### src/design/sha1he_pkg.sv
// sha1he_pkg: shared types, constants and codes of the SHA-1 hash engine.
// Used by sha1he_sched_mem and sha1_hash_engine_unit. No dependencies.
package sha1he_pkg;

    // Round constants
    localparam logic [31:0] K_R0 = 32'h5a827999;
    localparam logic [31:0] K_R1 = 32'h6ed9eba1;
    localparam logic [31:0] K_R2 = 32'h8f1bbcdc;
    localparam logic [31:0] K_R3 = 32'hca62c1d6;

    // Initial chaining value, H_INIT[0] is H0
    localparam logic [4:0][31:0] H_INIT = {
        32'hc3d2e1f0, 32'h10325476, 32'h98badcfe, 32'hefcdab89, 32'h67452301
    };

    localparam logic [7:0] PAD_BYTE   = 8'h80;
    localparam logic [6:0] LAST_ROUND = 7'd79;
    localparam logic [6:0] SCHED_WORDS = 7'd16;
    localparam logic [2:0] LAST_WORD  = 3'd4;
    localparam logic [3:0] LEN_HI_IDX = 4'd14;
    localparam logic [3:0] LEN_LO_IDX = 4'd15;

    // func codes
    localparam logic FUNC_ABSORB = 1'b0;
    localparam logic FUNC_FINISH = 1'b1;

    typedef enum logic [2:0] {
        ST_IDLE,
        ST_PAD,
        ST_RND_A,
        ST_RND_B,
        ST_RND_LAST,
        ST_ADD,
        ST_OUT
    } state_t;

    typedef struct packed {
        logic       func;
        logic [7:0] data_byte;
    } msg_t;

    typedef struct packed {
        logic [31:0] digest_word;
        logic [2:0]  word_index;
        logic        last;
    } dig_t;

    // Schedule memory write request
    typedef struct packed {
        logic        en;
        logic [3:0]  addr;
        logic [31:0] data;
    } mem_wr_t;

    // Schedule memory read addresses, both ports
    typedef struct packed {
        logic [3:0] addr0;
        logic [3:0] addr1;
    } mem_rd_t;

endpackage

### src/design/sha1he_sched_mem.sv
// sha1he_sched_mem: 16 x 32 block buffer / message schedule store.
// One write port, two read ports, registered read data. Uses sha1he_pkg.
module sha1he_sched_mem (
    input  logic                 clk,
    input  sha1he_pkg::mem_wr_t  wr,
    input  sha1he_pkg::mem_rd_t  rd,
    output logic [31:0]          rd_data0,
    output logic [31:0]          rd_data1
);
    import sha1he_pkg::*;

    logic [31:0] mem [16];

    always_ff @(posedge clk)
    begin
        if (wr.en)
        begin
            mem[wr.addr] <= wr.data;
        end
    end

    always_ff @(posedge clk)
    begin
        rd_data0 <= mem[rd.addr0];
        rd_data1 <= mem[rd.addr1];
    end

endmodule

### src/design/sha1_hash_engine_unit.sv
// sha1_hash_engine_unit: SHA-1 engine top level, byte input, digest word output.
// Depends on sha1he_pkg and sha1he_sched_mem.
//
// Usage
//   msg channel (msg_valid / msg_ready / msg): one transfer per item.
//     func = absorb appends msg.data_byte to the 64-byte block buffer.
//     func = finish pads the message, appends the 64-bit bit count and
//     closes it; five digest transfers then follow on the dig channel.
//   dig channel (dig_valid / dig_ready / dig): digest words H0..H4 in
//     order, word_index 0..4, last set on the fifth word.
//   Compression: the 64th byte of a block starts a compression of 80 rounds,
//     each through ST_RND_A and ST_RND_B, then a drain step (ST_RND_LAST)
//     and the chaining add (ST_ADD). Each round needs four schedule words,
//     read over the two ports of the schedule memory in ST_RND_A and
//     ST_RND_B. No byte is taken while a compression runs.
//   A finish writes the pad word, then each remaining zero/length word
//     (up to 15) in ST_PAD before the rounds start, then one compression.
//     When 56 or more bytes sit in the buffer a second block follows:
//     sixteen zero/length words, then a second compression. Then the five
//     digest words.
//   msg_ready is high only while the engine is idle.
//   If the receiver stalls, the current digest word is held on dig until
//     taken; no new message item is accepted until the fifth word goes.
//   After the last digest transfer the engine is back in its initial
//   state. Reset (asynchronous, rst_n low) does the same; the schedule
//   memory is not cleared, as every word is written before it is read.
module sha1_hash_engine_unit (
    input  logic               clk,
    input  logic               rst_n,
    input  logic               msg_valid,
    output logic               msg_ready,
    input  sha1he_pkg::msg_t   msg,
    output logic               dig_valid,
    input  logic               dig_ready,
    output sha1he_pkg::dig_t   dig
);
    import sha1he_pkg::*;

    function automatic logic [31:0] rotl(input logic [31:0] v, input logic [4:0] n);
        logic [63:0] dbl;
        dbl = {v, v} << n;
        return dbl[63:32];
    endfunction

    function automatic logic [31:0] round_k(input logic [6:0] t);
        logic [31:0] k;
        if (t < 7'd20)
            k = K_R0;
        else if (t < 7'd40)
            k = K_R1;
        else if (t < 7'd60)
            k = K_R2;
        else
            k = K_R3;
        return k;
    endfunction

    function automatic logic [31:0] round_f(input logic [6:0] t, input logic [31:0] b,
                                            input logic [31:0] c, input logic [31:0] d);
        logic [31:0] f;
        if (t < 7'd20)
            f = (b & c) | (~b & d);
        else if (t < 7'd40)
            f = b ^ c ^ d;
        else if (t < 7'd60)
            f = (b & c) | (b & d) | (c & d);
        else
            f = b ^ c ^ d;
        return f;
    endfunction

    // State
    state_t           state_reg,   state_next;
    logic [6:0]       round_reg,   round_next;
    logic [4:0][31:0] work_reg,    work_next;    // a..e
    logic [4:0][31:0] hash_reg,    hash_next;
    logic [31:0]      xor_reg,     xor_next;     // first half of W(t) XOR
    logic [31:0]      ek_reg,      ek_next;      // e + K(t), added ahead
    logic [5:0]       byte_pos_reg, byte_pos_next;
    logic [63:0]      bit_len_reg, bit_len_next;
    logic [31:0]      asm_reg,     asm_next;     // word being assembled
    logic [4:0]       fill_reg,    fill_next;    // next word to pad
    logic             fin_reg,     fin_next;
    logic             extra_reg,   extra_next;   // length goes in a second block
    logic [2:0]       out_idx_reg, out_idx_next;

    // Schedule memory
    mem_wr_t          mem_wr;
    mem_rd_t          mem_rd;
    logic [31:0]      rd_data0;
    logic [31:0]      rd_data1;

    sha1he_sched_mem u_sched_mem (
        .clk      (clk),
        .wr       (mem_wr),
        .rd       (mem_rd),
        .rd_data0 (rd_data0),
        .rd_data1 (rd_data1)
    );

    // Round completion, byte assembly and pad word datapath
    logic [6:0]  tc;
    logic [31:0] w_new;
    logic [31:0] t_sum;
    logic [1:0]  lane;
    logic [4:0]  lane_sh;
    logic [31:0] asm_ins;
    logic [31:0] pad_word;

    always_comb
    begin
        tc      = (state_reg == ST_RND_LAST) ? round_reg : round_reg - 7'd1;
        w_new   = (tc < SCHED_WORDS) ? xor_reg : rotl(xor_reg ^ rd_data0 ^ rd_data1, 5'd1);
        t_sum   = rotl(work_reg[0], 5'd5)
                + round_f(tc, work_reg[1], work_reg[2], work_reg[3])
                + ek_reg + w_new;
        lane    = byte_pos_reg[1:0];
        lane_sh = {~lane, 3'b000};
        asm_ins = (asm_reg & ~(32'h000000ff << lane_sh))
                | ({24'd0, msg.data_byte} << lane_sh);
        pad_word = (asm_reg & ~(32'hffffffff >> {lane, 3'b000}))
                 | ({PAD_BYTE, 24'd0} >> {lane, 3'b000});
    end

    always_ff @(posedge clk or negedge rst_n)
    begin
        if (!rst_n)
        begin
            state_reg    <= ST_IDLE;
            round_reg    <= '0;
            work_reg     <= '0;
            hash_reg     <= H_INIT;
            byte_pos_reg <= '0;
            bit_len_reg  <= '0;
            fill_reg     <= '0;
            fin_reg      <= 1'b0;
            extra_reg    <= 1'b0;
            out_idx_reg  <= '0;
        end
        else
        begin
            state_reg    <= state_next;
            round_reg    <= round_next;
            work_reg     <= work_next;
            hash_reg     <= hash_next;
            byte_pos_reg <= byte_pos_next;
            bit_len_reg  <= bit_len_next;
            fill_reg     <= fill_next;
            fin_reg      <= fin_next;
            extra_reg    <= extra_next;
            out_idx_reg  <= out_idx_next;
        end
    end

    always_ff @(posedge clk)
    begin
        xor_reg <= xor_next;
        ek_reg  <= ek_next;
        asm_reg <= asm_next;
    end

    always_comb
    begin
        state_next    = state_reg;
        round_next    = round_reg;
        work_next     = work_reg;
        hash_next     = hash_reg;
        xor_next      = xor_reg;
        ek_next       = ek_reg;
        byte_pos_next = byte_pos_reg;
        bit_len_next  = bit_len_reg;
        asm_next      = asm_reg;
        fill_next     = fill_reg;
        fin_next      = fin_reg;
        extra_next    = extra_reg;
        out_idx_next  = out_idx_reg;
        mem_wr        = '0;
        mem_rd        = '0;
        msg_ready     = 1'b0;
        dig_valid     = 1'b0;

        case (state_reg)
            ST_IDLE:
            begin
                msg_ready = 1'b1;
                if (msg_valid)
                begin
                    if (msg.func == FUNC_ABSORB)
                    begin
                        asm_next      = asm_ins;
                        byte_pos_next = byte_pos_reg + 6'd1;
                        bit_len_next  = bit_len_reg + 64'd8;
                        if (lane == 2'd3)
                        begin
                            mem_wr.en   = 1'b1;
                            mem_wr.addr = byte_pos_reg[5:2];
                            mem_wr.data = asm_ins;
                        end
                        if (byte_pos_reg == 6'd63)
                        begin
                            work_next  = hash_reg;
                            round_next = '0;
                            state_next = ST_RND_A;
                        end
                    end
                    else
                    begin
                        mem_wr.en   = 1'b1;
                        mem_wr.addr = byte_pos_reg[5:2];
                        mem_wr.data = pad_word;
                        fill_next   = {1'b0, byte_pos_reg[5:2]} + 5'd1;
                        extra_next  = (byte_pos_reg[5:3] == 3'b111);
                        fin_next    = 1'b1;
                        state_next  = ST_PAD;
                    end
                end
            end

            ST_PAD:
            begin
                if (fill_reg[4])
                begin
                    work_next  = hash_reg;
                    round_next = '0;
                    state_next = ST_RND_A;
                end
                else
                begin
                    mem_wr.en   = 1'b1;
                    mem_wr.addr = fill_reg[3:0];
                    if (!extra_reg && fill_reg[3:0] == LEN_HI_IDX)
                        mem_wr.data = bit_len_reg[63:32];
                    else if (!extra_reg && fill_reg[3:0] == LEN_LO_IDX)
                        mem_wr.data = bit_len_reg[31:0];
                    else
                        mem_wr.data = '0;
                    fill_next = fill_reg + 5'd1;
                end
            end

            ST_RND_A:
            begin
                // W(t-3), W(t-8); finish the previous round
                mem_rd.addr0 = (round_reg < SCHED_WORDS) ? round_reg[3:0]
                                                        : round_reg[3:0] + 4'd13;
                mem_rd.addr1 = round_reg[3:0] + 4'd8;
                if (round_reg != '0)
                begin
                    work_next = {work_reg[3], work_reg[2], rotl(work_reg[1], 5'd30),
                                 work_reg[0], t_sum};
                    if (tc >= SCHED_WORDS)
                    begin
                        mem_wr.en   = 1'b1;
                        mem_wr.addr = tc[3:0];
                        mem_wr.data = w_new;
                    end
                end
                state_next = ST_RND_B;
            end

            ST_RND_B:
            begin
                // W(t-14), W(t-16)
                mem_rd.addr0 = round_reg[3:0] + 4'd2;
                mem_rd.addr1 = round_reg[3:0];
                xor_next = (round_reg < SCHED_WORDS) ? rd_data0 : rd_data0 ^ rd_data1;
                ek_next  = work_reg[4] + round_k(round_reg);
                if (round_reg == LAST_ROUND)
                begin
                    state_next = ST_RND_LAST;
                end
                else
                begin
                    round_next = round_reg + 7'd1;
                    state_next = ST_RND_A;
                end
            end

            ST_RND_LAST:
            begin
                work_next = {work_reg[3], work_reg[2], rotl(work_reg[1], 5'd30),
                             work_reg[0], t_sum};
                mem_wr.en   = 1'b1;
                mem_wr.addr = tc[3:0];
                mem_wr.data = w_new;
                round_next  = '0;
                state_next  = ST_ADD;
            end

            ST_ADD:
            begin
                for (int i = 0; i < 5; i++)
                begin
                    hash_next[i] = hash_reg[i] + work_reg[i];
                end
                if (extra_reg)
                begin
                    extra_next = 1'b0;
                    fill_next  = '0;
                    state_next = ST_PAD;
                end
                else if (fin_reg)
                begin
                    out_idx_next = '0;
                    state_next   = ST_OUT;
                end
                else
                begin
                    state_next = ST_IDLE;
                end
            end

            ST_OUT:
            begin
                dig_valid = 1'b1;
                if (dig_ready)
                begin
                    if (out_idx_reg == LAST_WORD)
                    begin
                        hash_next     = H_INIT;
                        work_next     = '0;
                        bit_len_next  = '0;
                        byte_pos_next = '0;
                        fin_next      = 1'b0;
                        out_idx_next  = '0;
                        state_next    = ST_IDLE;
                    end
                    else
                    begin
                        out_idx_next = out_idx_reg + 3'd1;
                    end
                end
            end

            default:
            begin
                state_next = ST_IDLE;
            end
        endcase
    end

    // Digest output
    always_comb
    begin
        case (out_idx_reg)
            3'd0:    dig.digest_word = hash_reg[0];
            3'd1:    dig.digest_word = hash_reg[1];
            3'd2:    dig.digest_word = hash_reg[2];
            3'd3:    dig.digest_word = hash_reg[3];
            default: dig.digest_word = hash_reg[4];
        endcase
        dig.word_index = out_idx_reg;
        dig.last       = (out_idx_reg == LAST_WORD);
    end

    // Checks
    a_no_overlap: assert property (@(posedge clk) disable iff (!rst_n)
        !(msg_ready && dig_valid))
        else $error("msg and dig channels active together");

    a_round_range: assert property (@(posedge clk) disable iff (!rst_n)
        round_reg <= LAST_ROUND)
        else $error("round counter out of range");

    a_index_range: assert property (@(posedge clk) disable iff (!rst_n)
        out_idx_reg <= LAST_WORD)
        else $error("digest word index out of range");

    a_digest_follows: assert property (@(posedge clk) disable iff (!rst_n)
        (state_reg == ST_ADD && fin_reg && !extra_reg) |=> dig_valid)
        else $error("digest not presented after final block");

    a_reinit: assert property (@(posedge clk) disable iff (!rst_n)
        (dig_valid && dig_ready && dig.last) |=>
            (hash_reg == H_INIT && byte_pos_reg == '0 && bit_len_reg == '0 && msg_ready))
        else $error("engine not reinitialised after last digest word");

endmodule
### config.mk
export PLATFORM = sky130hd
export DESIGN_NAME = sha1_hash_engine_unit
export DESIGN_NICKNAME = d
export VERILOG_FILES = /design/src/design/sha1he_pkg.sv /design/src/design/sha1he_sched_mem.sv /design/src/design/sha1_hash_engine_unit.sv
export SDC_FILE = /design/constraint.sdc
export NUM_CORES = 2
export LEC_CHECK = 0
export BUFFER_PORTS_ARGS = -buffer_cell sky130_fd_sc_hd__buf_4
export CORE_MARGIN = 1
export CORE_UTILIZATION = 50
export CTS_BUF_LIST = sky130_fd_sc_hd__clkbuf_8 sky130_fd_sc_hd__clkbuf_16
export DETAILED_ROUTE_END_ITERATION = 10
export GPL_ROUTABILITY_DRIVEN = 0
export GPL_TIMING_DRIVEN = 0
export PLACE_DENSITY = 0.77
export SLEW_MARGIN = 20
export SYNTH_ARGS = -nofsm -noshare
export SYNTH_HDL_FRONTEND = slang
export SYNTH_SLANG_ARGS = --single-unit
### constraint.sdc
create_clock -name clk -period 6.65 [get_ports clk]
set_clock_uncertainty 0.2 [all_clocks]
set_input_delay 0 -clock clk [delete_from_list [all_inputs] [get_ports clk]]
set_output_delay 0 -clock clk [all_outputs]
set_load 0.02 [all_outputs]
==> impl_metrics.toml <==
[global_routing]
grt_overflow_total = 0
largest_net_degree_at_the_start_of_global_routing = 85
wire_length_of_the_first_global_routing_pass_um = 355000
overall_routing_resource_usage = 0.368
via_count_of_the_first_global_routing_pass = 55100
grt_antenna_before_repair = 9

[worst_setup_path]
cp.arrival_ns = 6.90
cp_common_cell = "sky130_fd_sc_hd__a21oi_1"
critical-path-slowest-cell = "sky130_fd_sc_hd__buf_1"
critical_path.max_fanout = 10
crit_chain = "buf_1, clkbuf_1, a41oi_1, nand3_1, nand2_1, ha_1, o21a_1, a211oi_1, o21bai_1, a41oi_1, o41ai_1, a21oi_1, a21oi_1, a21o_1, a21oi_1, o31ai_1, xor2_1"
critical_path_class = "register to register"
crit_path_end_kind = "register"
timing.critical_path.max_delay_family = "compound AO/OA/AOI/OAI gates"
setup.worst_path.start_class = "register"
critical_path_buf_inv_count = 2
slowest_stage_delay_on_critical_path_ns = 0.72
worstPathRequired_ns = 6.98

[clock_network]
htreeDepth = 3
worstSkewPairLatency_ns = 0.79
cts_buffers = 115
clock_tree_root_buffer_cell = "sky130_fd_sc_hd__clkbuf_16"
cts.path.max_buffers = 3
cts_tree = "yes"
tritoncts_num_sinks = 1071
worst_setup_hold_path_clk_slew_ns = 0.06

[finish]
design.final.nets = 6938
final_area_um2 = 71500
final_cell_mix = "sky130_fd_sc_hd__nand2_1, sky130_fd_sc_hd__edfxtp_1, sky130_fd_sc_hd__o21ai_0"
area.growth.synth_to_final_pct = 12.3
layout-drive-gt1-share = 0.0928
largest_register_ff_count = 512
final_common_cell = "sky130_fd_sc_hd__nand2_1"
final.fill_count = 10200
layoutNonFillerInstCount = 8317

[route]
route.final.wire_length_um = 245000
postRouteAntennaNets = 0
vias_per_cell = 6.98
drt_drc_violations_left = 5
drt_first_iter_violations = 10500
dr.pass1.iters = 11
wl_per_cell_um = 29.4
detailroute.via_count = 58000

[sta]
fmax_ghz = 0.152
setup_violations = 0
hold_violations = 0
timing.setup.tns_ns = 0
unrepaired_setup_endpoints_after_global_routing = "true"
max_slew.worst_pin.slew_ns = 1.32
period_minus_slack_ns = 6.57
finalMaxSlewViolations = 0
hold_slack_ns = 0.0326
final_min_period_over_clock_period = 0.989
slew_headroom = 0.117

[place]
buffer_ports.inserted = 50
dp_hpwl_um = 177000
post_dp_cell_area_um2 = 66900
placedCellCount = 8060

[synthesis]
syn_warnings = 0
mapped_cell_area_um2 = 63700
yosysSeqAreaShare = 0.464
ys_ff_latch = 1071
average_cell_area_after_synthesis_um2 = 10.1
synth_top_flop_cell = "sky130_fd_sc_hd__edfxtp_1"
mappedNetlistNets = 6713
number_of_flops_mapped_to_enable_cells_by_yosys = 600
asyncSetResetFlopFracSynth = 0.380
synthCells = 6333
synth.lib_cells_used.distinct = 93

[floorplanning]
die_x_um = 359
core_area_um2 = 126000
fp.dieH_um = 359
floorplan.initialDensity = 0.505
io-pin-count = 51
rows = 130
floorplan.die_area_um2 = 129000

[run_status]
violations_in_the_final_reports = "DRC"
run_status = "finished with violations"

[hold_path]
min-delay-path-class = "primary input to register"

[job]
cap_violations = 0
[worst paths after layout]
path                            depth (start not counted)           start  slack, ns        endpoint
max in group asynchronous                               6           rst_n       4.80   hash_reg[150]
worst max-delay path                                   17    round_reg[2]       0.08      ek_reg[29]
min in group asynchronous                               4           rst_n       0.20  bit_len_reg[7]
worst max register to register                         17    round_reg[2]       0.08      ek_reg[29]
worst min-delay path                                    5       dig_ready       0.03  out_idx_reg[0]
worst min register to register                          1  bit_len_reg[3]       0.33  bit_len_reg[3]
[logic make-up after synthesis]
group                    after synthesis  synth area share
AO/OA/AOI/OAI                       2085             0.209
buffers and inverters                552            0.0332
AND/OR/NAND/NOR                     1663             0.120
XOR/XNOR                             333            0.0459
flip-flops                          1071             0.464
adder cells (fa/ha/maj)              367            0.0839
multiplexers                         262            0.0437
[worst register-to-register path, stage by stage (launching register included)]
cell	delay [ns]
sky130_fd_sc_hd__dfrtp_1	0.46
sky130_fd_sc_hd__buf_1	0.72
sky130_fd_sc_hd__clkbuf_1	0.62
sky130_fd_sc_hd__a41oi_1	0.45
sky130_fd_sc_hd__nand3_1	0.49
sky130_fd_sc_hd__nand2_1	0.30
sky130_fd_sc_hd__ha_1	0.39
sky130_fd_sc_hd__o21a_1	0.13
sky130_fd_sc_hd__a211oi_1	0.35
sky130_fd_sc_hd__o21bai_1	0.16
sky130_fd_sc_hd__a41oi_1	0.72
sky130_fd_sc_hd__o41ai_1	0.13
sky130_fd_sc_hd__a21oi_1	0.29
sky130_fd_sc_hd__a21oi_1	0.17
sky130_fd_sc_hd__a21o_1	0.22
sky130_fd_sc_hd__a21oi_1	0.24
sky130_fd_sc_hd__o31ai_1	0.13
sky130_fd_sc_hd__xor2_1	0.15
[metal layers]
| layer | track usage | routed length (um) |
|---|---|---|
| met4 | 0.266 | 21900 |
| met2 | 0.525 | 100000 |
| met1 | 0.451 | 82500 |
| met5 | 0.00666 | 169 |
| met3 | 0.147 | 40400 |
[cell type report]
cell class / count / area, um^2 / share of cell area
antenna: 7 / 17.5 / 0.000245
tap: 1650 / 2060 / 0.0289
multi-input combinational: 4710 / 32500 / 0.455
clock buffer: 139 / 3220 / 0.0450
buffer: 400 / 1620 / 0.0226
timing repair buffer: 111 / 1320 / 0.0184
inverter: 149 / 567 / 0.00793
sequential: 1071 / 29600 / 0.414
clock inverter: 80 / 594 / 0.00831
[synth_stat cells, drive strengths merged (16+ instances only)]
cell type / count / share of area
a211oi: 190 / 0.022
a21o: 95 / 0.011
a21oi: 489 / 0.039
a221o: 54 / 0.0085
a221oi: 16 / 0.0025
a22oi: 224 / 0.026
a311oi: 71 / 0.0098
a31oi: 124 / 0.012
and2: 146 / 0.014
and3: 64 / 0.0063
buf: 64 / 0.0045
clkbuf: 339 / 0.020
dfrtp: 327 / 0.13
dfstp: 80 / 0.033
dfxtp: 64 / 0.020
edfxtp: 600 / 0.28
fa: 100 / 0.031
ha: 267 / 0.052
inv: 148 / 0.0087
mux2: 126 / 0.022
mux2i: 136 / 0.021
nand2: 740 / 0.044
nand2b: 33 / 0.0033
nand3: 137 / 0.011
nand4: 26 / 0.0028
nor2: 293 / 0.017
nor2b: 64 / 0.0063
nor3: 90 / 0.0073
o21a: 37 / 0.0044
o21ai: 578 / 0.045
o21bai: 28 / 0.0035
o221ai: 37 / 0.0051
o31ai: 32 / 0.0038
or3: 33 / 0.0033
xnor2: 224 / 0.031
xor2: 109 / 0.015
[stage by stage]
| step | setup slack [ns] | util |
|---|---|---|
| 2_1_floorplan | 0.345 | - |
| 5_1_grt | -0.0403 | 0.567 |
| 3_3_place_gp | -1.77 | 0.525 |
| 3_5_place_dp | -1.83 | 0.530 |
| 6_report | 0.0765 | 0.567 |
| 4_1_cts | 0.0443 | 0.565 |
[timing repair]
action / 4_1_cts / 5_1_grt
setup endpoints to repair: 29 / 12
pin swaps: 1 / 14
hold buffers: 26 / 0
cloned: 0 / 1
gates resized for setup: 57 / 48
hold endpoints to repair: 322 / 0
setup buffers: 2 / 5
Power is not shown: default switching activity piles up to over one toggle a cycle in this logic, so the estimate is an artifact.
